`config.mk`:
```
export PLATFORM = sky130hd
export DESIGN_NAME = epaper_window_update_sequencer
export DESIGN_NICKNAME = d
export VERILOG_FILES = /design/src/epws_pkg.sv /design/src/epws_front.sv /design/src/epws_queue.sv /design/src/epws_back.sv /design/src/epaper_window_update_sequencer.sv
export SDC_FILE = /design/constraint.sdc
export NUM_CORES = 1
export LEC_CHECK = 0
export BUFFER_PORTS_ARGS = -buffer_cell sky130_fd_sc_hd__buf_2
export CAP_MARGIN = 20
export CORE_ASPECT_RATIO = 1.5
export CORE_MARGIN = 8
export CORE_UTILIZATION = 48
export CTS_CLUSTER_DIAMETER = 50
export DETAILED_ROUTE_END_ITERATION = 6
export HOLD_SLACK_MARGIN = 0.15
export SYNTH_ARGS = -nofsm -noshare
export SYNTH_HDL_FRONTEND = slang
export SYNTH_SLANG_ARGS = --single-unit
```
`constraint.sdc`:
```
create_clock -name clk_i -period 9.4 [get_ports clk_i]
set_clock_uncertainty 0.1 [all_clocks]
set_input_delay 0.94 -clock clk_i [delete_from_list [all_inputs] [get_ports clk_i]]
set_output_delay 0.94 -clock clk_i [all_outputs]
set_load 0.05 [all_outputs]
```
`src/epws_pkg.sv`:
```
package epws_pkg;

  localparam int unsigned RowW  = 10;
  localparam int unsigned ColW  = 7;
  localparam int unsigned AreaW = 17;
  localparam int unsigned StepW = 5;

  localparam logic [RowW-1:0] PanelRowsRst = 10'd480;
  localparam logic [ColW-1:0] RowBytesRst  = 7'd100;

  localparam logic [0:0] CfgPanelRows = 1'b0;
  localparam logic [0:0] CfgRowBytes  = 1'b1;

  localparam logic [0:0] OpOpen  = 1'b0;
  localparam logic [0:0] OpPixel = 1'b1;

  localparam logic [1:0] StatusOk       = 2'd0;
  localparam logic [1:0] StatusRejected = 2'd1;
  localparam logic [1:0] StatusNoWindow = 2'd2;

  localparam logic [7:0] CmdDriverOutput = 8'h18;
  localparam logic [7:0] DatTempSensor   = 8'h80;
  localparam logic [7:0] CmdBorder       = 8'h3C;
  localparam logic [7:0] DatBorder       = 8'h80;
  localparam logic [7:0] CmdEntryMode    = 8'h11;
  localparam logic [7:0] DatEntryMode    = 8'h01;
  localparam logic [7:0] CmdXWindow      = 8'h44;
  localparam logic [7:0] CmdYWindow      = 8'h45;
  localparam logic [7:0] CmdXCursor      = 8'h4E;
  localparam logic [7:0] CmdYCursor      = 8'h4F;
  localparam logic [7:0] CmdWriteRam     = 8'h24;
  localparam logic [7:0] CmdUpdateCtrl   = 8'h22;
  localparam logic [7:0] DatUpdateCtrl   = 8'hFF;
  localparam logic [7:0] CmdMasterAct    = 8'h20;

  localparam logic [StepW-1:0] OpenLastStep   = 5'd22;
  localparam logic [StepW-1:0] UpdateLastStep = 5'd3;

  typedef enum logic [2:0] {
    JobReject    = 3'd0,
    JobNoWindow  = 3'd1,
    JobPixel     = 3'd2,
    JobPixelLast = 3'd3,
    JobOpen      = 3'd4
  } job_kind_e;

  typedef struct packed {
    logic [0:0]      op;
    logic [ColW-1:0] col_byte_start;
    logic [RowW-1:0] row_start;
    logic [ColW-1:0] col_byte_count;
    logic [RowW-1:0] row_count;
    logic [7:0]      pixel_byte;
  } item_t;

  typedef struct packed {
    logic       is_data;
    logic [7:0] out_byte;
    logic       last;
    logic [1:0] status;
  } result_t;

  typedef struct packed {
    job_kind_e       kind;
    logic [7:0]      pixel;
    logic [RowW-1:0] xs;
    logic [RowW-1:0] xe;
    logic [RowW-1:0] hi;
    logic [RowW-1:0] lo;
  } job_t;

endpackage

```
`src/epws_front.sv`:
```
module epws_front (
  input  logic                          clk_i,
  input  logic                          rst_ni,
  input  logic                          cfg_we_i,
  input  logic [0:0]                    cfg_idx_i,
  input  logic [epws_pkg::RowW-1:0]     cfg_wdata_i,
  input  logic                          accept_i,
  input  epws_pkg::item_t               item_i,
  output epws_pkg::job_t                job_o
);

  logic [epws_pkg::RowW-1:0]  panel_rows_q;
  logic [epws_pkg::ColW-1:0]  row_bytes_q;
  logic                       open_q, open_d;
  logic [epws_pkg::AreaW-1:0] remaining_q, remaining_d;

  logic [epws_pkg::ColW:0]    sum_x;
  logic [epws_pkg::RowW:0]    sum_y;
  logic [epws_pkg::ColW-1:0]  x_end;
  logic [epws_pkg::AreaW-1:0] area;
  logic                       reject;

  always_ff @(posedge clk_i or negedge rst_ni) begin
    if (!rst_ni) begin
      panel_rows_q <= epws_pkg::PanelRowsRst;
      row_bytes_q  <= epws_pkg::RowBytesRst;
    end else if (cfg_we_i) begin
      if (cfg_idx_i == epws_pkg::CfgPanelRows) begin
        panel_rows_q <= cfg_wdata_i;
      end else begin
        row_bytes_q <= cfg_wdata_i[epws_pkg::ColW-1:0];
      end
    end
  end

  always_comb begin
    sum_x  = {1'b0, item_i.col_byte_start} + {1'b0, item_i.col_byte_count};
    sum_y  = {1'b0, item_i.row_start} + {1'b0, item_i.row_count};
    x_end  = sum_x[epws_pkg::ColW-1:0] - epws_pkg::ColW'(1);
    area   = epws_pkg::AreaW'(item_i.col_byte_count) * epws_pkg::AreaW'(item_i.row_count);
    reject = (item_i.col_byte_count == '0) || (item_i.row_count == '0) ||
             (sum_x > {1'b0, row_bytes_q}) || (sum_y > {1'b0, panel_rows_q});

    job_o.pixel = item_i.pixel_byte;
    job_o.xs    = {item_i.col_byte_start, 3'b000};
    job_o.xe    = {x_end, 3'b111};
    job_o.hi    = panel_rows_q - epws_pkg::RowW'(1) - item_i.row_start;
    job_o.lo    = panel_rows_q - item_i.row_start - item_i.row_count;

    open_d      = open_q;
    remaining_d = remaining_q;
    if (item_i.op == epws_pkg::OpOpen) begin
      if (reject) begin
        job_o.kind = epws_pkg::JobReject;
      end else begin
        job_o.kind  = epws_pkg::JobOpen;
        open_d      = 1'b1;
        remaining_d = area;
      end
    end else if (!open_q || remaining_q == '0) begin
      job_o.kind = epws_pkg::JobNoWindow;
    end else begin
      remaining_d = remaining_q - epws_pkg::AreaW'(1);
      if (remaining_q == epws_pkg::AreaW'(1)) begin
        job_o.kind = epws_pkg::JobPixelLast;
        open_d     = 1'b0;
      end else begin
        job_o.kind = epws_pkg::JobPixel;
      end
    end
  end

  always_ff @(posedge clk_i or negedge rst_ni) begin
    if (!rst_ni) begin
      open_q      <= 1'b0;
      remaining_q <= '0;
    end else if (accept_i) begin
      open_q      <= open_d;
      remaining_q <= remaining_d;
    end
  end

endmodule

```
`src/epws_queue.sv`:
```
module epws_queue #(
  parameter int unsigned Depth = 4
) (
  input  logic           clk_i,
  input  logic           rst_ni,
  input  logic           wr_i,
  input  epws_pkg::job_t wdata_i,
  input  logic           rd_i,
  output epws_pkg::job_t rdata_o,
  output logic           full_o,
  output logic           empty_o
);

  localparam int unsigned PtrW = (Depth > 1) ? $clog2(Depth) : 1;
  localparam int unsigned CntW = $clog2(Depth + 1);

  epws_pkg::job_t mem_q [Depth];
  logic [PtrW-1:0] wr_ptr_q, rd_ptr_q;
  logic [CntW-1:0] count_q;
  logic            do_wr, do_rd;

  assign full_o  = (count_q == CntW'(Depth));
  assign empty_o = (count_q == '0);
  assign do_wr   = wr_i && !full_o;
  assign do_rd   = rd_i && !empty_o;
  assign rdata_o = mem_q[rd_ptr_q];

  always_ff @(posedge clk_i) begin
    if (do_wr) begin
      mem_q[wr_ptr_q] <= wdata_i;
    end
  end

  always_ff @(posedge clk_i or negedge rst_ni) begin
    if (!rst_ni) begin
      wr_ptr_q <= '0;
      rd_ptr_q <= '0;
      count_q  <= '0;
    end else begin
      if (do_wr) begin
        wr_ptr_q <= (wr_ptr_q == PtrW'(Depth - 1)) ? '0 : wr_ptr_q + PtrW'(1);
      end
      if (do_rd) begin
        rd_ptr_q <= (rd_ptr_q == PtrW'(Depth - 1)) ? '0 : rd_ptr_q + PtrW'(1);
      end
      if (do_wr && !do_rd) begin
        count_q <= count_q + CntW'(1);
      end else if (do_rd && !do_wr) begin
        count_q <= count_q - CntW'(1);
      end
    end
  end

endmodule

```
`src/epws_back.sv`:
```
module epws_back (
  input  logic              clk_i,
  input  logic              rst_ni,
  input  epws_pkg::job_t    job_i,
  input  logic              job_empty_i,
  output logic              job_pop_o,
  input  logic              pop,
  output logic              empty,
  output epws_pkg::result_t res_o
);

  logic [epws_pkg::StepW-1:0] step_q;
  logic                       out_valid_q;
  epws_pkg::result_t          out_q;
  epws_pkg::result_t          res_d;
  logic [epws_pkg::StepW-1:0] last_step;
  logic                       load, emit;

  function automatic logic [7:0] lo_byte(input logic [epws_pkg::RowW-1:0] v);
    return v[7:0];
  endfunction

  function automatic logic [7:0] hi_byte(input logic [epws_pkg::RowW-1:0] v);
    return {6'b000000, v[epws_pkg::RowW-1:8]};
  endfunction

  always_comb begin
    res_d     = '{is_data: 1'b0, out_byte: 8'h00, last: 1'b1, status: epws_pkg::StatusOk};
    last_step = '0;
    case (job_i.kind)
      epws_pkg::JobReject: begin
        res_d.status = epws_pkg::StatusRejected;
      end
      epws_pkg::JobNoWindow: begin
        res_d.status = epws_pkg::StatusNoWindow;
      end
      epws_pkg::JobPixel: begin
        res_d.is_data  = 1'b1;
        res_d.out_byte = job_i.pixel;
      end
      epws_pkg::JobPixelLast: begin
        last_step  = epws_pkg::UpdateLastStep;
        res_d.last = (step_q == epws_pkg::UpdateLastStep);
        case (step_q)
          5'd0: begin
            res_d.is_data  = 1'b1;
            res_d.out_byte = job_i.pixel;
          end
          5'd1: res_d.out_byte = epws_pkg::CmdUpdateCtrl;
          5'd2: begin
            res_d.is_data  = 1'b1;
            res_d.out_byte = epws_pkg::DatUpdateCtrl;
          end
          default: res_d.out_byte = epws_pkg::CmdMasterAct;
        endcase
      end
      epws_pkg::JobOpen: begin
        last_step     = epws_pkg::OpenLastStep;
        res_d.last    = (step_q == epws_pkg::OpenLastStep);
        res_d.is_data = 1'b1;
        case (step_q)
          5'd0: begin
            res_d.is_data  = 1'b0;
            res_d.out_byte = epws_pkg::CmdDriverOutput;
          end
          5'd1: res_d.out_byte = epws_pkg::DatTempSensor;
          5'd2: begin
            res_d.is_data  = 1'b0;
            res_d.out_byte = epws_pkg::CmdBorder;
          end
          5'd3: res_d.out_byte = epws_pkg::DatBorder;
          5'd4: begin
            res_d.is_data  = 1'b0;
            res_d.out_byte = epws_pkg::CmdEntryMode;
          end
          5'd5: res_d.out_byte = epws_pkg::DatEntryMode;
          5'd6: begin
            res_d.is_data  = 1'b0;
            res_d.out_byte = epws_pkg::CmdXWindow;
          end
          5'd7:  res_d.out_byte = lo_byte(job_i.xs);
          5'd8:  res_d.out_byte = hi_byte(job_i.xs);
          5'd9:  res_d.out_byte = lo_byte(job_i.xe);
          5'd10: res_d.out_byte = hi_byte(job_i.xe);
          5'd11: begin
            res_d.is_data  = 1'b0;
            res_d.out_byte = epws_pkg::CmdYWindow;
          end
          5'd12: res_d.out_byte = lo_byte(job_i.hi);
          5'd13: res_d.out_byte = hi_byte(job_i.hi);
          5'd14: res_d.out_byte = lo_byte(job_i.lo);
          5'd15: res_d.out_byte = hi_byte(job_i.lo);
          5'd16: begin
            res_d.is_data  = 1'b0;
            res_d.out_byte = epws_pkg::CmdXCursor;
          end
          5'd17: res_d.out_byte = lo_byte(job_i.xs);
          5'd18: res_d.out_byte = hi_byte(job_i.xs);
          5'd19: begin
            res_d.is_data  = 1'b0;
            res_d.out_byte = epws_pkg::CmdYCursor;
          end
          5'd20: res_d.out_byte = lo_byte(job_i.lo);
          5'd21: res_d.out_byte = hi_byte(job_i.lo);
          default: begin
            res_d.is_data  = 1'b0;
            res_d.out_byte = epws_pkg::CmdWriteRam;
          end
        endcase
      end
      default: begin
        res_d.status = epws_pkg::StatusNoWindow;
      end
    endcase
  end

  assign load      = !out_valid_q || pop;
  assign emit      = load && !job_empty_i;
  assign job_pop_o = emit && (step_q == last_step);
  assign empty     = !out_valid_q;
  assign res_o     = out_q;

  always_ff @(posedge clk_i) begin
    if (emit) begin
      out_q <= res_d;
    end
  end

  always_ff @(posedge clk_i or negedge rst_ni) begin
    if (!rst_ni) begin
      out_valid_q <= 1'b0;
      step_q      <= '0;
    end else begin
      if (load) begin
        out_valid_q <= !job_empty_i;
      end
      if (emit) begin
        step_q <= (step_q == last_step) ? '0 : step_q + epws_pkg::StepW'(1);
      end
    end
  end

endmodule

```
`src/epaper_window_update_sequencer.sv`:
```
// Channel   Direction  Transfer when        Payload
// input     in         push && !full        item_i   (epws_pkg::item_t)
// result    out        pop && !empty        res_o    (epws_pkg::result_t)
// config    in         cfg_we_i             cfg_idx_i, cfg_wdata_i
//
// Each item is classified in the cycle it is taken and queued as one job.
// The back end emits one result per cycle unless a result is held or no job is
// queued: image bytes stream at one per cycle, an opened window yields 23
// results, a closing byte 4; results are registered from the job queue head.
// Reset clears the window state, the job queue and the result valid flag.
// A full job queue stalls input; a held result stalls the back end, then input.
module epaper_window_update_sequencer #(
  parameter int unsigned QueueDepth = 4
) (
  input  logic                      clk_i,
  input  logic                      rst_ni,
  input  logic                      push,
  output logic                      full,
  input  epws_pkg::item_t           item_i,
  output logic                      empty,
  input  logic                      pop,
  output epws_pkg::result_t         res_o,
  input  logic                      cfg_we_i,
  input  logic [0:0]                cfg_idx_i,
  input  logic [epws_pkg::RowW-1:0] cfg_wdata_i
);

  epws_pkg::job_t new_job, head_job;
  logic           accept, q_empty, q_pop;

  assign accept = push && !full;

  epws_front u_front (
    .clk_i       (clk_i),
    .rst_ni      (rst_ni),
    .cfg_we_i    (cfg_we_i),
    .cfg_idx_i   (cfg_idx_i),
    .cfg_wdata_i (cfg_wdata_i),
    .accept_i    (accept),
    .item_i      (item_i),
    .job_o       (new_job)
  );

  epws_queue #(
    .Depth (QueueDepth)
  ) u_queue (
    .clk_i   (clk_i),
    .rst_ni  (rst_ni),
    .wr_i    (accept),
    .wdata_i (new_job),
    .rd_i    (q_pop),
    .rdata_o (head_job),
    .full_o  (full),
    .empty_o (q_empty)
  );

  epws_back u_back (
    .clk_i       (clk_i),
    .rst_ni      (rst_ni),
    .job_i       (head_job),
    .job_empty_i (q_empty),
    .job_pop_o   (q_pop),
    .pop         (pop),
    .empty       (empty),
    .res_o       (res_o)
  );

endmodule

```
# Word-level counts from Yosys, hierarchy flattened
# Memory sizes are Yosys's and may differ from the RTL's.
# Cells that the tools add are included.
# Widths: inputs -> output; s select.
[totals] word_cells=127 input_bits=59 output_inout_bits=14 ramBits=180 mem_count=1 reg_bits=60
[mem_list] memory="u_queue.mem_q" words=4 width=45 read_ports=1 rd_clocked_by_memory_dff=0 wr=1 line="epws_queue.sv:17" text="epws_pkg::job_t mem_q [Depth];"
[classes] add_sub_neg=13 n_reduce_logical=37 multipliers=1 bitwise=1 n_eq_ne=33 muxes=26 order_cmp=2
[ops] cell="$pmux 8 s17" n=1
[ops] cell="$mux 17" n=3
[ops] cell="$eq 5x4->1 const B" n=8
[ops] cell="$eq 5x5->1 const B" n=7
[ops] cell="$sub 10x10->10" n=3
[ops] cell="$pmux 9 s3" n=1
[ops] cell="$pmux 8 s3" n=1
[ops] cell="$eq 5x3->1 const B" n=4
[ops] cell="$eq 17x1->1 const B" n=1
[ops] cell="$logic_not 17->1" n=1
[ops] cell="$mul 7x10->17" n=1
[ops] cell="$sub 17x1->17 const B" n=1
[ops] cell="$mux 3" n=5
[ops] cell="$reduce_or 15->1" n=1
[ops] cell="$reduce_or 2->1" n=6
[ops] cell="$add 10x10->11" n=1
[ops] cell="$gt 11x10->1" n=1
[ops] cell="$eq 5x2->1 const B" n=2
[ops] cell="$logic_not 10->1" n=1
[ops] cell="$pmux 5 s2" n=1
[ops] cell="$sub 10x1->10 const B" n=1
[ops] cell="$mux 1" n=9
[ops] cell="$add 7x7->8" n=1
[ops] cell="$gt 8x7->1" n=1
[ops] cell="28 further kinds" n=51

# Longest topological paths before layout
# Gate-level depths: netlist (run 1).
# An unclocked memory read counts as a cell.
[depth] depth_word=9 depth_mapped=20 depth_no_buf=19

# By module
# Synthesis (run 1) repeated with hierarchy kept, for this count alone.
[unflattened] hier_cells=1255 hier_area_um2=16042.9
[modules_own_cells] mod="epws_queue" area_per_inst_um2=7872.6 n_inst=1 seq_area_each_um2=6301.0 cells_each=304
[modules_own_cells] mod="epws_front" area_per_inst_um2=6527.5 n_inst=1 seq_area_each_um2=884.6 cells_each=763
[modules_own_cells] mod="epws_back" area_per_inst_um2=1629.1 n_inst=1 seq_area_each_um2=510.5 cells_each=187
[modules_own_cells] mod="epaper_window_update_sequencer" area_per_inst_um2=13.8 n_inst=1 seq_area_each_um2=0.0 cells_each=1

# Worst setup path after synthesis (run 1)
# No wires, ideal clock.
[synth_path] path_kind="in2reg" startpoint="input item_i[24] (netlist name)" endpoint="register u_front.remaining_q[16] (netlist name)" t_arrival_ps=5307 path_slack_ps=3857 required_ps=9164 setup_ps=136 n_path_buf=1 cell_stages=17 cell_sequence="clkbuf_1 -> and2_1 -> fa_1 -> fa_1 -> fa_1 -> inv_1 -> fa_1 -> inv_1 -> ha_1 -> a2111oi_0 -> o221ai_1 -> a31oi_1 -> nor2b_1 -> o21a_1 -> o41ai_1 -> xnor2_1 -> mux2i_1"
[synth_between] elab_chain_cells=6 elab_cells_between_ends=11 classes_between="add/sub: 1; mul: 1; order compare: 1; eq/ne: 1; mux: 2; reduce/logical: 5"
[synth_rtl] element="from (decl)" line="epaper_window_update_sequencer.sv:19" text="input epws_pkg::item_t item_i,"
[synth_rtl] element="branches (longest 6 deep; another with $mul 7x10->17)"
[synth_rtl] element="to (signal assigned)" line="epws_front.sv:79" text="remaining_q <= remaining_d;"
[synth_rtl] element="to (decl)" line="epws_front.sv:15" text="logic [epws_pkg::AreaW-1:0] remaining_q, remaining_d;"
# Parallel ways; which one is timed is not known. The select of a mux whose other input is x is not followed.
# A chain may end at the register's enable or synchronous reset.

# Final worst setup path (run 1)
[layout_path] startpoint="input item_i[19] (netlist name)" endpoint="register u_front.remaining_q[16] (netlist name)"
# Same word-level chain as after synthesis.

==> metrics.csv, run 1 <==
stage,metric,value,unit
timing,finalCritPeriodShare,58.5,%
timing,drv_slew,0,
routing,vias,9275,
floorplan,dieArea,36200,um^2
timing,rsz0062_at_grt,no,
worst_setup_path,cp_cell_sequence,buf_2 -> clkinv_1 -> nor2_1 -> fa_1 -> fa_1 -> fa_1 -> inv_1 -> fa_1 -> inv_1 -> ha_1 -> a2111oi_0 -> o221ai_1 -> a31oi_1 -> nor2b_1 -> o21a_1 -> o41ai_1 -> xnor2_1 -> mux2i_1,
run_status,status,"finished, final reports clean",
synthesis,synth.cells.most_frequent,"edfxtp_1, ha_1, inv_1",
finish,diodes,0,
synthesis,synth.area.top_cells,"edfxtp_1, ha_1, fa_1, dfrtp_1, mux4_2",
routing,drcViolationCount,0,
worst_setup_path,startpoint_type,input pin,
clock_tree,postCtsHoldBufs,0,
floorplan,start_util,48.3,%
timing,tightest_slew,0.809,ns
synthesis,syn_avg_cell_area,12.6,um^2
finish,layout.nets,1449,
routing,wire_per_inst,20.1,um
finish,utilization,53.5,%
routing,drt_iter0_drc,576,
synthesis,netlist.area_leader.share,39.7,%
routing,ant_nets,0,
routing,drt_wl_total,33100,um
clock_tree,worst_skew_pair.late_latency,0.53,ns
synthesis,syn_nets,1378,
grt,grt_usage,18.8,%
grt,grt_max_degree,49,
worst_setup_path,critPathTopFamily,adder cells,
grt,grt_pass1_wl,52600,um
floorplan,coreArea,30100,um^2
clock_tree,clockBufferDepth,3,
finish,syn2layout_area_growth,10.9,%
placement,globalplace.congestion,0.863,
grt,grt_pass1_vias,9683,
clock_tree,cts_num_sinks,240,
finish,drive_gt1_share,16.3,%
synthesis,synth_top_cell_by_area,edfxtp_1,
worst_setup_path,path_buf_inv,4,
worst_setup_path,cp-end-kind,flop,
floorplan,die_y,229,um
synthesis,ys.flop_type,edfxtp_1,
synthesis,yosysSeqAreaShare,48.1,%
floorplan,rows,78,
timing,fmax,182,MHz
timing,setup_viol,0,
routing,drt-vias-per-instance,5.64,
synthesis,synth_most_common_cell,edfxtp_1,
routing,dr.pass1.iters,5,
power_and_ir_drop,p_leak,6.49,nW
finish,design_area,16100,um^2
worst_setup_path,crit_slowest_cell,fa_1,
grt,grt_overflow,0,
synthesis,ys_warn_count,0,
hold_path,min_path_type,flop to flop,
placement,place_hpwl,24500,um
synthesis,synth_area,14500,um^2
floorplan,num_io_pins,73,
placement,port_buffers,72,
timing,hold_slack,0.398,ns
clock_tree,htree_levels,1,
timing,finalHoldViolCount,0,
clock_tree,cts_inserted_buffers,25,
timing,period_needed,5.50,ns
grt,antenna_found_initial,0,
worst_setup_path,crit_arrival,5.78,ns
worst_setup_path,cpPeakStageDelay,0.57,ns
power_and_ir_drop,p_per_area,282,nW/um^2
synthesis,synthCells,1156,
clock_tree,cts_setup_buffers,0,
synthesis,synth_seq_cells,240,
power_and_ir_drop,ir_drop,121,uV
floorplan,die_w,158,um
clock_tree,cts_resized,0,
worst_setup_path,cpMostUsedCell,fa_1,
synthesis,async_flop_share,20.0,%
clock_tree,clk_pin_slew,0.06,ns
placement,place_area,15300,um^2
timing,tns,0,ns
synthesis,synth.distinct_cells,78,
flow_run,cap_violations,0,
clock_tree,cts_tree,done,
clock_tree,cts_root_buf,clkbuf_16,
worst_setup_path,crit_type,input pin to flop,
worst_setup_path,cp_max_fo,9,
worst_setup_path,critPathRequiredTime,9.69,ns
synthesis,synth-edff-count,192,
timing,relSlewSlack,46.1,%
==> area by class of cell <==
cell class,count,area [um^2]
Tap cell,400,500
Fill cell,2651,14000
Timing Repair Buffer,80,420
Clock buffer,33,666
Inverter,112,420
Clock inverter,12,148
Multi-Input combinational cell,768,6960
Sequential cell,240,6980
==> cells by family (layout without fill, tap and decap cells) <==
logic type                 Yosys count  after routing  synth area share [%]
and+or+nand+nor                    286            286                  10.2
DFF                                240            240                  48.1
AOI/OAI and AO/OA                  207            207                  9.65
adders and majority gates          163            163                  16.7
buffers and inverters              148            237                  4.00
muxes                               61             61                  8.27
xor gates and xnor gates            51             51                  3.08
==> path summary, 6_finish.rpt <==
kind | from | to | depth (start not counted) | slack (ns)
max | item_i[19] | u_front.remaining_q[16] | 18 | 3.90
min | u_queue.count_q[2] | u_queue.count_q[2] | 1 | 0.40
max reg2reg | u_queue.rd_ptr_q[0] | u_queue.count_q[1] | 12 | 4.95
min reg2reg | u_queue.count_q[2] | u_queue.count_q[2] | 1 | 0.40
max in group asynchronous | rst_ni | u_queue.rd_ptr_q[0] | 2 | 8.22
min in group asynchronous | rst_ni | u_back.out_valid_q | 2 | 0.45
==> per-stage QoR <==
stage | setup WS, ns | total power [mW] | instances
after detailed placement | 3.36 | 3.60 | 1600
after global routing | 3.48 | 4.83 | 1645
final | 3.90 | 4.53 | 1645
after floorplan | 3.86 | 3.08 | 1156
after CTS | 3.90 | 4.58 | 1645
after global placement | 3.48 | 3.57 | 1600
==> cells in the final DEF, fill, tap and decap left out, types with 10 or more instances in the layout <==
cell       synthesis  routed
edfxtp_1         192     192
dfrtp_1           41      39
clkbuf_16          0      25
buf_2              8      72
o21ai_1           10      10
a21oi_1           41      41
xor2_1            18      18
xnor2_1           33      33
o21ai_0           50      50
fa_1              52      52
nor2b_1           11      11
mux2_2            10      10
nand2_1           66      66
nor3_1            19      19
ha_1             111     111
mux4_2            44      44
a21o_1            14      14
nor2_1            62      62
nand3_1           17      17
and2_1            57      53
inv_1            110     110
and3_1            13      13
==> worst register-to-register path, cell delays in order (launching register included) <==
cell      delay [ns]
dfrtp_2         0.53
buf_4           0.68
mux4_1          0.84
nor2_2          0.16
and2_4          0.17
and3_1          0.16
a21oi_1         0.06
a311oi_4        0.49
nand2_4         0.14
ha_1            0.27
inv_1           0.07
fa_1            0.40
mux2_2          0.26
==> per-layer routing <==
metal | track usage [%] | share of wire, % | vias up
li1 | - | - | 4364
met2 | 33.6 | 52 | 217
met4 | 7.36 | 3.5 | 0
met3 | 2.02 | 3.6 | 59
met1 | 22.5 | 41 | 4635
met5 | 0 | 0 | -
==> state kept, by name (all words and copies together) (netlist names), 2 cells and up <==
register and count:
u_front.panel_rows_q 10, u_queue.rd_ptr_q 2, u_queue.mem_q 180, u_front.remaining_q 17
u_queue.count_q 3, u_back.res_o 12, u_back.step_q 5, u_queue.wr_ptr_q 2
u_front.row_bytes_q 7
==> report_power, final <==
| group | total [mW] | internal, mW | switching [mW] | leakage [nW] |
|---|---|---|---|---|
| registers | 1.66 | 1.51 | 0.145 | 2.34 |
| logic | 1.90 | 0.757 | 1.14 | 3.76 |
| clock network | 0.975 | 0.562 | 0.413 | 0.384 |
Power figures use the tool's default switching activity.
==> run 2, diff against run 1 <==
- PLACE_DENSITY: unset -> 0.67
- clock period: 9.4 -> 4.9 ns (I/O delays scaled with it)
==> run 2 against run 1 <==
Compared with the run above: setup slack got worse by 3.6 ns; die area is the same; critical path depth did not move; sequential share of layout area down 1.7 points; power rose by 94%; combinational power is 100% higher; register-to-register slack got worse by 3.6 ns; core utilization increased by 2.2 points.
==> metrics.csv, run 2 (synthesis results as in run 1) <==
stage,metric,value,unit,change
run_status,status,"finished, final reports clean",,
finish,fill_cells,2554,,-3.7%
worst_setup_path,startpoint_type,input pin,,
power_and_ir_drop,p_switching,3.29,mW,+94%
routing,drt_wl_total,33300,um,+0.50%
floorplan,coreArea,30100,um^2,unchanged
worst_setup_path,critPathRequiredTime,5.22,ns,-4.47 ns
power_and_ir_drop,p_comb_share,44.0,%,+2.1 points
worst_setup_path,crit_type,input pin to flop,,
timing,finalHoldViolCount,0,,unchanged
routing,ant_nets,0,,unchanged
routing,dr.pass1.iters,5,,unchanged
clock_tree,cts_root_buf,clkbuf_16,,
grt,grt_max_degree,49,,unchanged
worst_setup_path,cp_max_fo,5,,-4
timing,finalCritPeriodShare,94.0,%,
clock_tree,clockBufferDepth,3,,unchanged
clock_tree,postCtsHoldBufs,24,,+24
worst_setup_path,crit_slowest_cell,fa_1,,
floorplan,die_w,158,um,unchanged
placement,place_area,15800,um^2,+3.3%
timing,drv_slew,0,,unchanged
power_and_ir_drop,swShare,37.3,%,-0.14 points
worst_setup_path,crit_path_start,item_i[11],,
clock_tree,cts_inserted_buffers,23,,-8.0%
floorplan,rows,78,,unchanged
placement,place_worst_setup_slack,-0.267,ns,-3.63 ns
timing,rsz0062_at_grt,no,,
worst_setup_path,cp_cell_sequence,buf_2 -> buf_4 -> and2_1 -> fa_1 -> fa_1 -> fa_1 -> inv_1 -> fa_1 -> inv_1 -> ha_1 -> a21o_1 -> a2bb2oi_1 -> a31oi_1 -> nor3_1 -> o21bai_1 -> a21oi_1 -> xor2_1 -> a221oi_2,,
finish,layout.nets,1534,,+5.9%
routing,vias,9471,,+2.1%
worst_setup_path,cp-end-kind,flop,,
finish,diodes,0,,unchanged
placement,globalplace.congestion,0.874,,+1.3%
clock_tree,cts_num_sinks,240,,unchanged
placement,port_buffers,72,,unchanged
clock_tree,clk_pin_slew,0.07,ns,about the same
power_and_ir_drop,p_per_area,525,nW/um^2,+86%
timing,period_needed,4.61,ns,
worst_setup_path,reg2reg_slack,1.33,ns,-3.62 ns
floorplan,start_util,48.3,%,unchanged
finish,drive_gt1_share,20.3,%,+4.0 points
grt,grt_overflow,0,,unchanged
clock_tree,htree_levels,1,,unchanged
grt,grt_usage,19.0,%,+0.20 points
worst_setup_path,cp-endpoint,u_front.remaining_q[15],,
timing,setup_slack,0.293,ns,-3.61 ns
finish,largest_reg_flops,180,,unchanged
clock_tree,cts_resized,0,,unchanged
routing,drt-vias-per-instance,5.48,,-2.8%
worst_setup_path,reg2reg_depth,11,,-1
routing,drcViolationCount,0,,unchanged
routing,drt_iter0_drc,637,,+11%
timing,tightest_slew,0.915,ns,+0.106 ns
flow_run,cap_violations,0,,unchanged
power_and_ir_drop,pwr-share-seq,36.2,%,-0.4 points
worst_setup_path,cpMostUsedCell,fa_1,,
finish,layout_common_cells,"edfxtp_1, inv_1, ha_1",,
grt,grt_pass1_wl,53600,um,+2.0%
grt,grt_pass1_vias,10159,,+4.9%
finish,top_register,u_queue.mem_q,,
clock_tree,cts_tree,done,,
power_and_ir_drop,intPower,5.52,mW,+95%
worst_setup_path,crit_arrival,4.93,ns,-0.85 ns
clock_tree,worst_skew_pair.late_latency,0.52,ns,about the same
worst_setup_path,r2r_start,u_queue.rd_ptr_q[0],,
routing,wire_per_inst,19.3,um,-4.3%
finish,seq_area,6980,um^2,unchanged
power_and_ir_drop,p_clk_share,19.7,%,-1.8 points
finish,design_area,16800,um^2,+4.2%
timing,relSlewSlack,39.0,%,-7.1 points
finish,final_common_cell,edfxtp_1,,
timing,fmax,217,MHz,
grt,antenna_found_initial,0,,unchanged
power_and_ir_drop,ir_drop,228,uV,+88%
floorplan,die_y,229,um,unchanged
worst_setup_path,timing.rr.end,u_queue.count_q[1],,
clock_tree,cts_setup_buffers,0,,unchanged
worst_setup_path,cpPeakStageDelay,0.55,ns,-0.02 ns
finish,multi_input_area,6990,um^2,+0.38%
placement,place_hpwl,25400,um,+3.6%
finish,syn2layout_area_growth,15.5,%,
hold_path,min_path_type,input pin to flop,,
timing,setup_viol,0,,unchanged
floorplan,dieArea,36200,um^2,unchanged
power_and_ir_drop,p_leak,6.87,nW,+6.0%
floorplan,num_io_pins,73,,unchanged
## run 2: changes by cell type in the layout (fill, tap and decap cells not counted), sizes merged
| cell | delta |
|---|---|
| clkbuf | -3 |
| dlygate4sd3 | +24 |
| inv | +1 |
| clkinv | -1 |
| buf | +63 |
| bufinv | -1 |
## run 2: area by class of cell
type | count | area share, %
Multi-Input combinational cell | 768 | 41.7
Sequential cell | 240 | 41.6
Timing Repair Buffer | 167 | 6.76
Clock buffer | 30 | 3.77
Tap cell | 400 | 2.99
Inverter | 112 | 2.51
Clock inverter | 11 | 0.657
## run 2: how the worst min path moves through the flow
stage | endpoint | cells after the start | slack, ns | from
floorplan | u_back.out_valid_q | 0 | 0.09 | rst_ni
global placement | u_queue.count_q[2] | 1 | 0.37 | u_queue.count_q[2]
detailed placement | u_queue.count_q[2] | 1 | 0.38 | u_queue.count_q[2]
CTS | u_queue.mem_q[2][30] | 1 | 0.16 | item_i[38]
global route | u_queue.mem_q[1][28] | 1 | 0.16 | item_i[36]
finish | u_queue.mem_q[3][30] | 1 | 0.17 | item_i[38]
## run 2: per-stage QoR
step / power (mW) / util (%) / hold slack, ns / TNS [ns] / std cells
4_1_cts: 8.90 / 55.8 / 0.164 / 0 / 1728
5_1_grt: 9.38 / 55.8 / 0.165 / 0 / 1728
2_1_floorplan: 5.95 / - / 0.0944 / 0 / 1156
3_3_place_gp: 7.03 / 52.5 / 0.372 / -0.498 / 1663
3_5_place_dp: 7.13 / 52.5 / 0.384 / -0.864 / 1663
6_report: 8.80 / 55.8 / 0.172 / 0 / 1728
## run 2: worst max-delay path, delay by kind of cell
| family | cells | cell delay, ns |
|---|---|---|
| adder cells (fa/ha/maj) | 5 | 2.47 |
| AND/OR/NAND/NOR | 2 | 0.38 |
| AO/OA/AOI/OAI | 6 | 1.12 |
| XOR/XNOR | 1 | 0.10 |
| buffers and inverters | 4 | 0.36 |
## run 2: per-layer routing
| metal | GRT usage [%] | vias to the layer above | part of all wire (%) | wire, um |
|---|---|---|---|---|
| met3 | 1.55 | 48 | 2.8 | 942 |
| li1 | - | 4530 | - | - |
| met1 | 22.2 | 4718 | 40 | 13400 |
| met2 | 35.4 | 175 | 54 | 18000 |
| met5 | 0 | - | 0 | 0 |
| met4 | 6.48 | 0 | 2.8 | 937 |
## run 2: power groups by stage
stage	Combinational [mW]	Sequential [mW]	Clock, mW
finish	3.88	3.19	1.74
global route	4.29	3.25	1.85
CTS	3.93	3.19	1.78
detailed placement	3.90	3.23	0
global placement	3.83	3.20	0
floorplan	2.66	3.29	0
==> run 3, diff against run 2 <==
- CTS_CLUSTER_DIAMETER: 50 -> 60
- RECOVER_POWER: unset -> 100
==> run 3 against run 2 <==
Compared with the run above: the run now ends with capacitance limit, slew limit left; first-iteration DRC count is 13% lower; sequential power hardly changed; maximum frequency is 0.20% higher; register-to-register slack worse by 0.56 ns; flip-flop and latch count stayed put; non-clock buffer count is 1 lower; hold slack better by 0.091 ns; critical path depth is 1 higher; largest cell class is now registers.
==> metrics.csv, run 3 (synthesis results as in run 1) <==
stage,metric,value,unit,change
run_status,status,"complete, but fails checks",,
run_status,violations,"capacitance limit, slew limit",,
worst_setup_path,crit_type,input pin to flop,,
floorplan,num_io_pins,73,,unchanged
grt,grt-busiest-layer,met2,,
routing,drt_iter0_drc,552,,-13%
floorplan,rows,78,,unchanged
timing,relSlewSlack,-107,%,-150 points
clock_tree,clockBufferDepth,3,,unchanged
routing,drt_wl_total,33500,um,+0.62%
routing,ant_nets,0,,unchanged
hold_path,min_path_type,input pin to flop,,
clock_tree,postCtsHoldBufs,23,,-4.2%
routing,dr.pass1.iters,5,,unchanged
power_and_ir_drop,p_clk_share,19.8,%,about the same
floorplan,dieArea,36200,um^2,unchanged
clock_tree,cts_inserted_buffers,23,,unchanged
timing,fmax,217,MHz,+0.20%
routing,drcViolationCount,0,,unchanged
clock_tree,htree_levels,1,,unchanged
placement,globalplace.congestion,0.874,,unchanged
worst_setup_path,timing.rr.end,u_queue.count_q[1],,
worst_setup_path,cp-end-kind,flop,,
hold_path,hold_end,u_queue.mem_q[0][27],,
timing,hold_slack,0.263,ns,+0.0907 ns
timing,tightest_slew,3.10,ns,+2.18 ns
finish,layout.nets,1533,,-0.065%
finish,largest_reg_flops,180,,unchanged
worst_setup_path,cp_max_fo,4,,-1
power_and_ir_drop,pwr-share-seq,36.6,%,+0.4 points
finish,design_area,16600,um^2,-1.0%
timing,drv_slew,220,,+220
power_and_ir_drop,swShare,37.4,%,+0.068 points
clock_tree,cts_num_sinks,240,,unchanged
routing,wire_per_inst,19.4,um,+0.67%
power_and_ir_drop,p_comb_share,43.6,%,-0.4 points
timing,finalCritPeriodShare,93.8,%,-0.19 points
floorplan,coreArea,30100,um^2,unchanged
finish,layout_common_cells,"edfxtp_1, inv_1, ha_1",,
clock_tree,worst_skew_pair.late_latency,0.52,ns,about the same
power_and_ir_drop,p_per_area,528,nW/um^2,+0.48%
power_and_ir_drop,ir_drop,306,uV,+34%
worst_setup_path,reg2reg_depth,11,,unchanged
grt,grt_usage,19.0,%,about the same
timing,finalHoldViolCount,0,,unchanged
grt,grt_max_degree,49,,unchanged
clock_tree,cts_tree,done,,
routing,drt-vias-per-instance,5.50,,+0.26%
grt,grt_pass1_vias,10179,,+0.20%
grt,gr-usage-met3,1.78,%,+0.23 points
timing,period_needed,4.60,ns,-0.00921 ns
worst_setup_path,r2r_start,u_queue.rd_ptr_q[0],,
grt,use_met2,35.8,%,+0.45 points
worst_setup_path,reg2reg_slack,0.77,ns,-0.56 ns
clock_tree,cts_resized,0,,unchanged
floorplan,die_w,158,um,unchanged
finish,final_common_cell,edfxtp_1,,
grt,antenna_found_initial,0,,unchanged
floorplan,start_util,48.3,%,unchanged
finish,drive_gt1_share,15.1,%,-5.1 points
placement,place_hpwl,25400,um,unchanged
hold_path,hp-start,item_i[35],,
routing,vias,9490,,+0.20%
timing,tns,0,ns,unchanged
flow_run,cap_violations,6,,+6
placement,port_buffers,72,,unchanged
finish,diodes,0,,unchanged
finish,top_register,u_queue.mem_q,,
timing,setup_viol,0,,unchanged
grt,grtUsageMet1,22.2,%,about the same
worst_setup_path,cpPeakStageDelay,0.54,ns,about the same
floorplan,die_y,229,um,unchanged
worst_setup_path,cp_cell_sequence,buf_2 -> and2_0 -> fa_1 -> inv_1 -> fa_1 -> inv_1 -> fa_1 -> inv_1 -> fa_1 -> inv_1 -> ha_1 -> a21oi_1 -> a2bb2oi_1 -> a31oi_1 -> nor3_1 -> o21bai_1 -> a21oi_1 -> xor2_1 -> a221oi_2,,
clock_tree,cts_setup_buffers,0,,unchanged
finish,syn2layout_area_growth,14.3,%,
finish,utilization,55.2,%,-0.56 points
power_and_ir_drop,p_switching,3.27,mW,-0.35%
power_and_ir_drop,p_leak,6.68,nW,-2.7%
hold_path,worstHoldPathCells,1,,unchanged
timing,rsz0062_at_grt,no,,
worst_setup_path,startpoint_type,input pin,,
grt,grt_overflow,0,,unchanged
power_and_ir_drop,intPower,5.48,mW,-0.64%
worst_setup_path,crit_arrival,4.93,ns,about the same
grt,grt_pass1_wl,54000,um,+0.72%
clock_tree,cts_root_buf,clkbuf_16,,
clock_tree,clk_pin_slew,0.06,ns,about the same
worst_setup_path,crit_slowest_cell,fa_1,,
placement,place_area,15800,um^2,unchanged
worst_setup_path,critPathRequiredTime,5.23,ns,about the same
## run 3: metrics by stage
| stage | instances | setup WS, ns | power [mW] |
|---|---|---|---|
| 3_3_place_gp | 1663 | -0.183 | 7.03 |
| 3_5_place_dp | 1663 | -0.267 | 7.13 |
| 6_report | 1727 | 0.302 | 8.75 |
| 5_1_grt | 1727 | 0.0202 | 9.33 |
| 2_1_floorplan | 1156 | 0.0417 | 5.95 |
| 4_1_cts | 1727 | 0.296 | 8.89 |
## run 3: area by class of cell
type | count | area [um^2]
inverters | 112 | 420
clock inverters | 12 | 131
multi-input cells | 768 | 6930
well taps | 400 | 500
repair buffers | 166 | 1040
flip-flops and latches | 240 | 6980
clock buffers | 29 | 598
fillers | 2599 | 13500
## run 3: worst max-delay path, delay by kind of cell
family,cells,cell delay (ns)
adders and majority gates,5,2.39
and+or+nand+nor,2,0.40
xor gates and xnor gates,1,0.10
AOI/OAI and AO/OA,6,1.21
buffers and inverters,5,0.33
## run 3: how the worst max path moves through the flow
stage                     from                       to  slack, ns  cells after the start
global placement    item_i[11]  u_front.remaining_q[15]      -0.18                     19
global route        item_i[11]  u_front.remaining_q[15]       0.02                     19
floorplan           item_i[24]  u_front.remaining_q[15]       0.04                     18
detailed placement  item_i[11]  u_front.remaining_q[16]      -0.27                     18
finish              item_i[11]  u_front.remaining_q[15]       0.30                     19
CTS                 item_i[11]  u_front.remaining_q[16]       0.30                     18
## run 3: layer usage
metal	vias up	wire, um
met1	4741	13400
met4	0	683
met5	-	0
met2	191	18300
li1	4518	-
met3	40	1100
## run 3: power groups by stage
stage | Clock [mW] | Sequential, mW | Combinational, mW
after floorplan | 0 | 3.29 | 2.66
after global placement | 0 | 3.20 | 3.83
after detailed placement | 0 | 3.23 | 3.90
after CTS | 1.76 | 3.19 | 3.93
after global routing | 1.84 | 3.26 | 4.23
final | 1.74 | 3.20 | 3.82
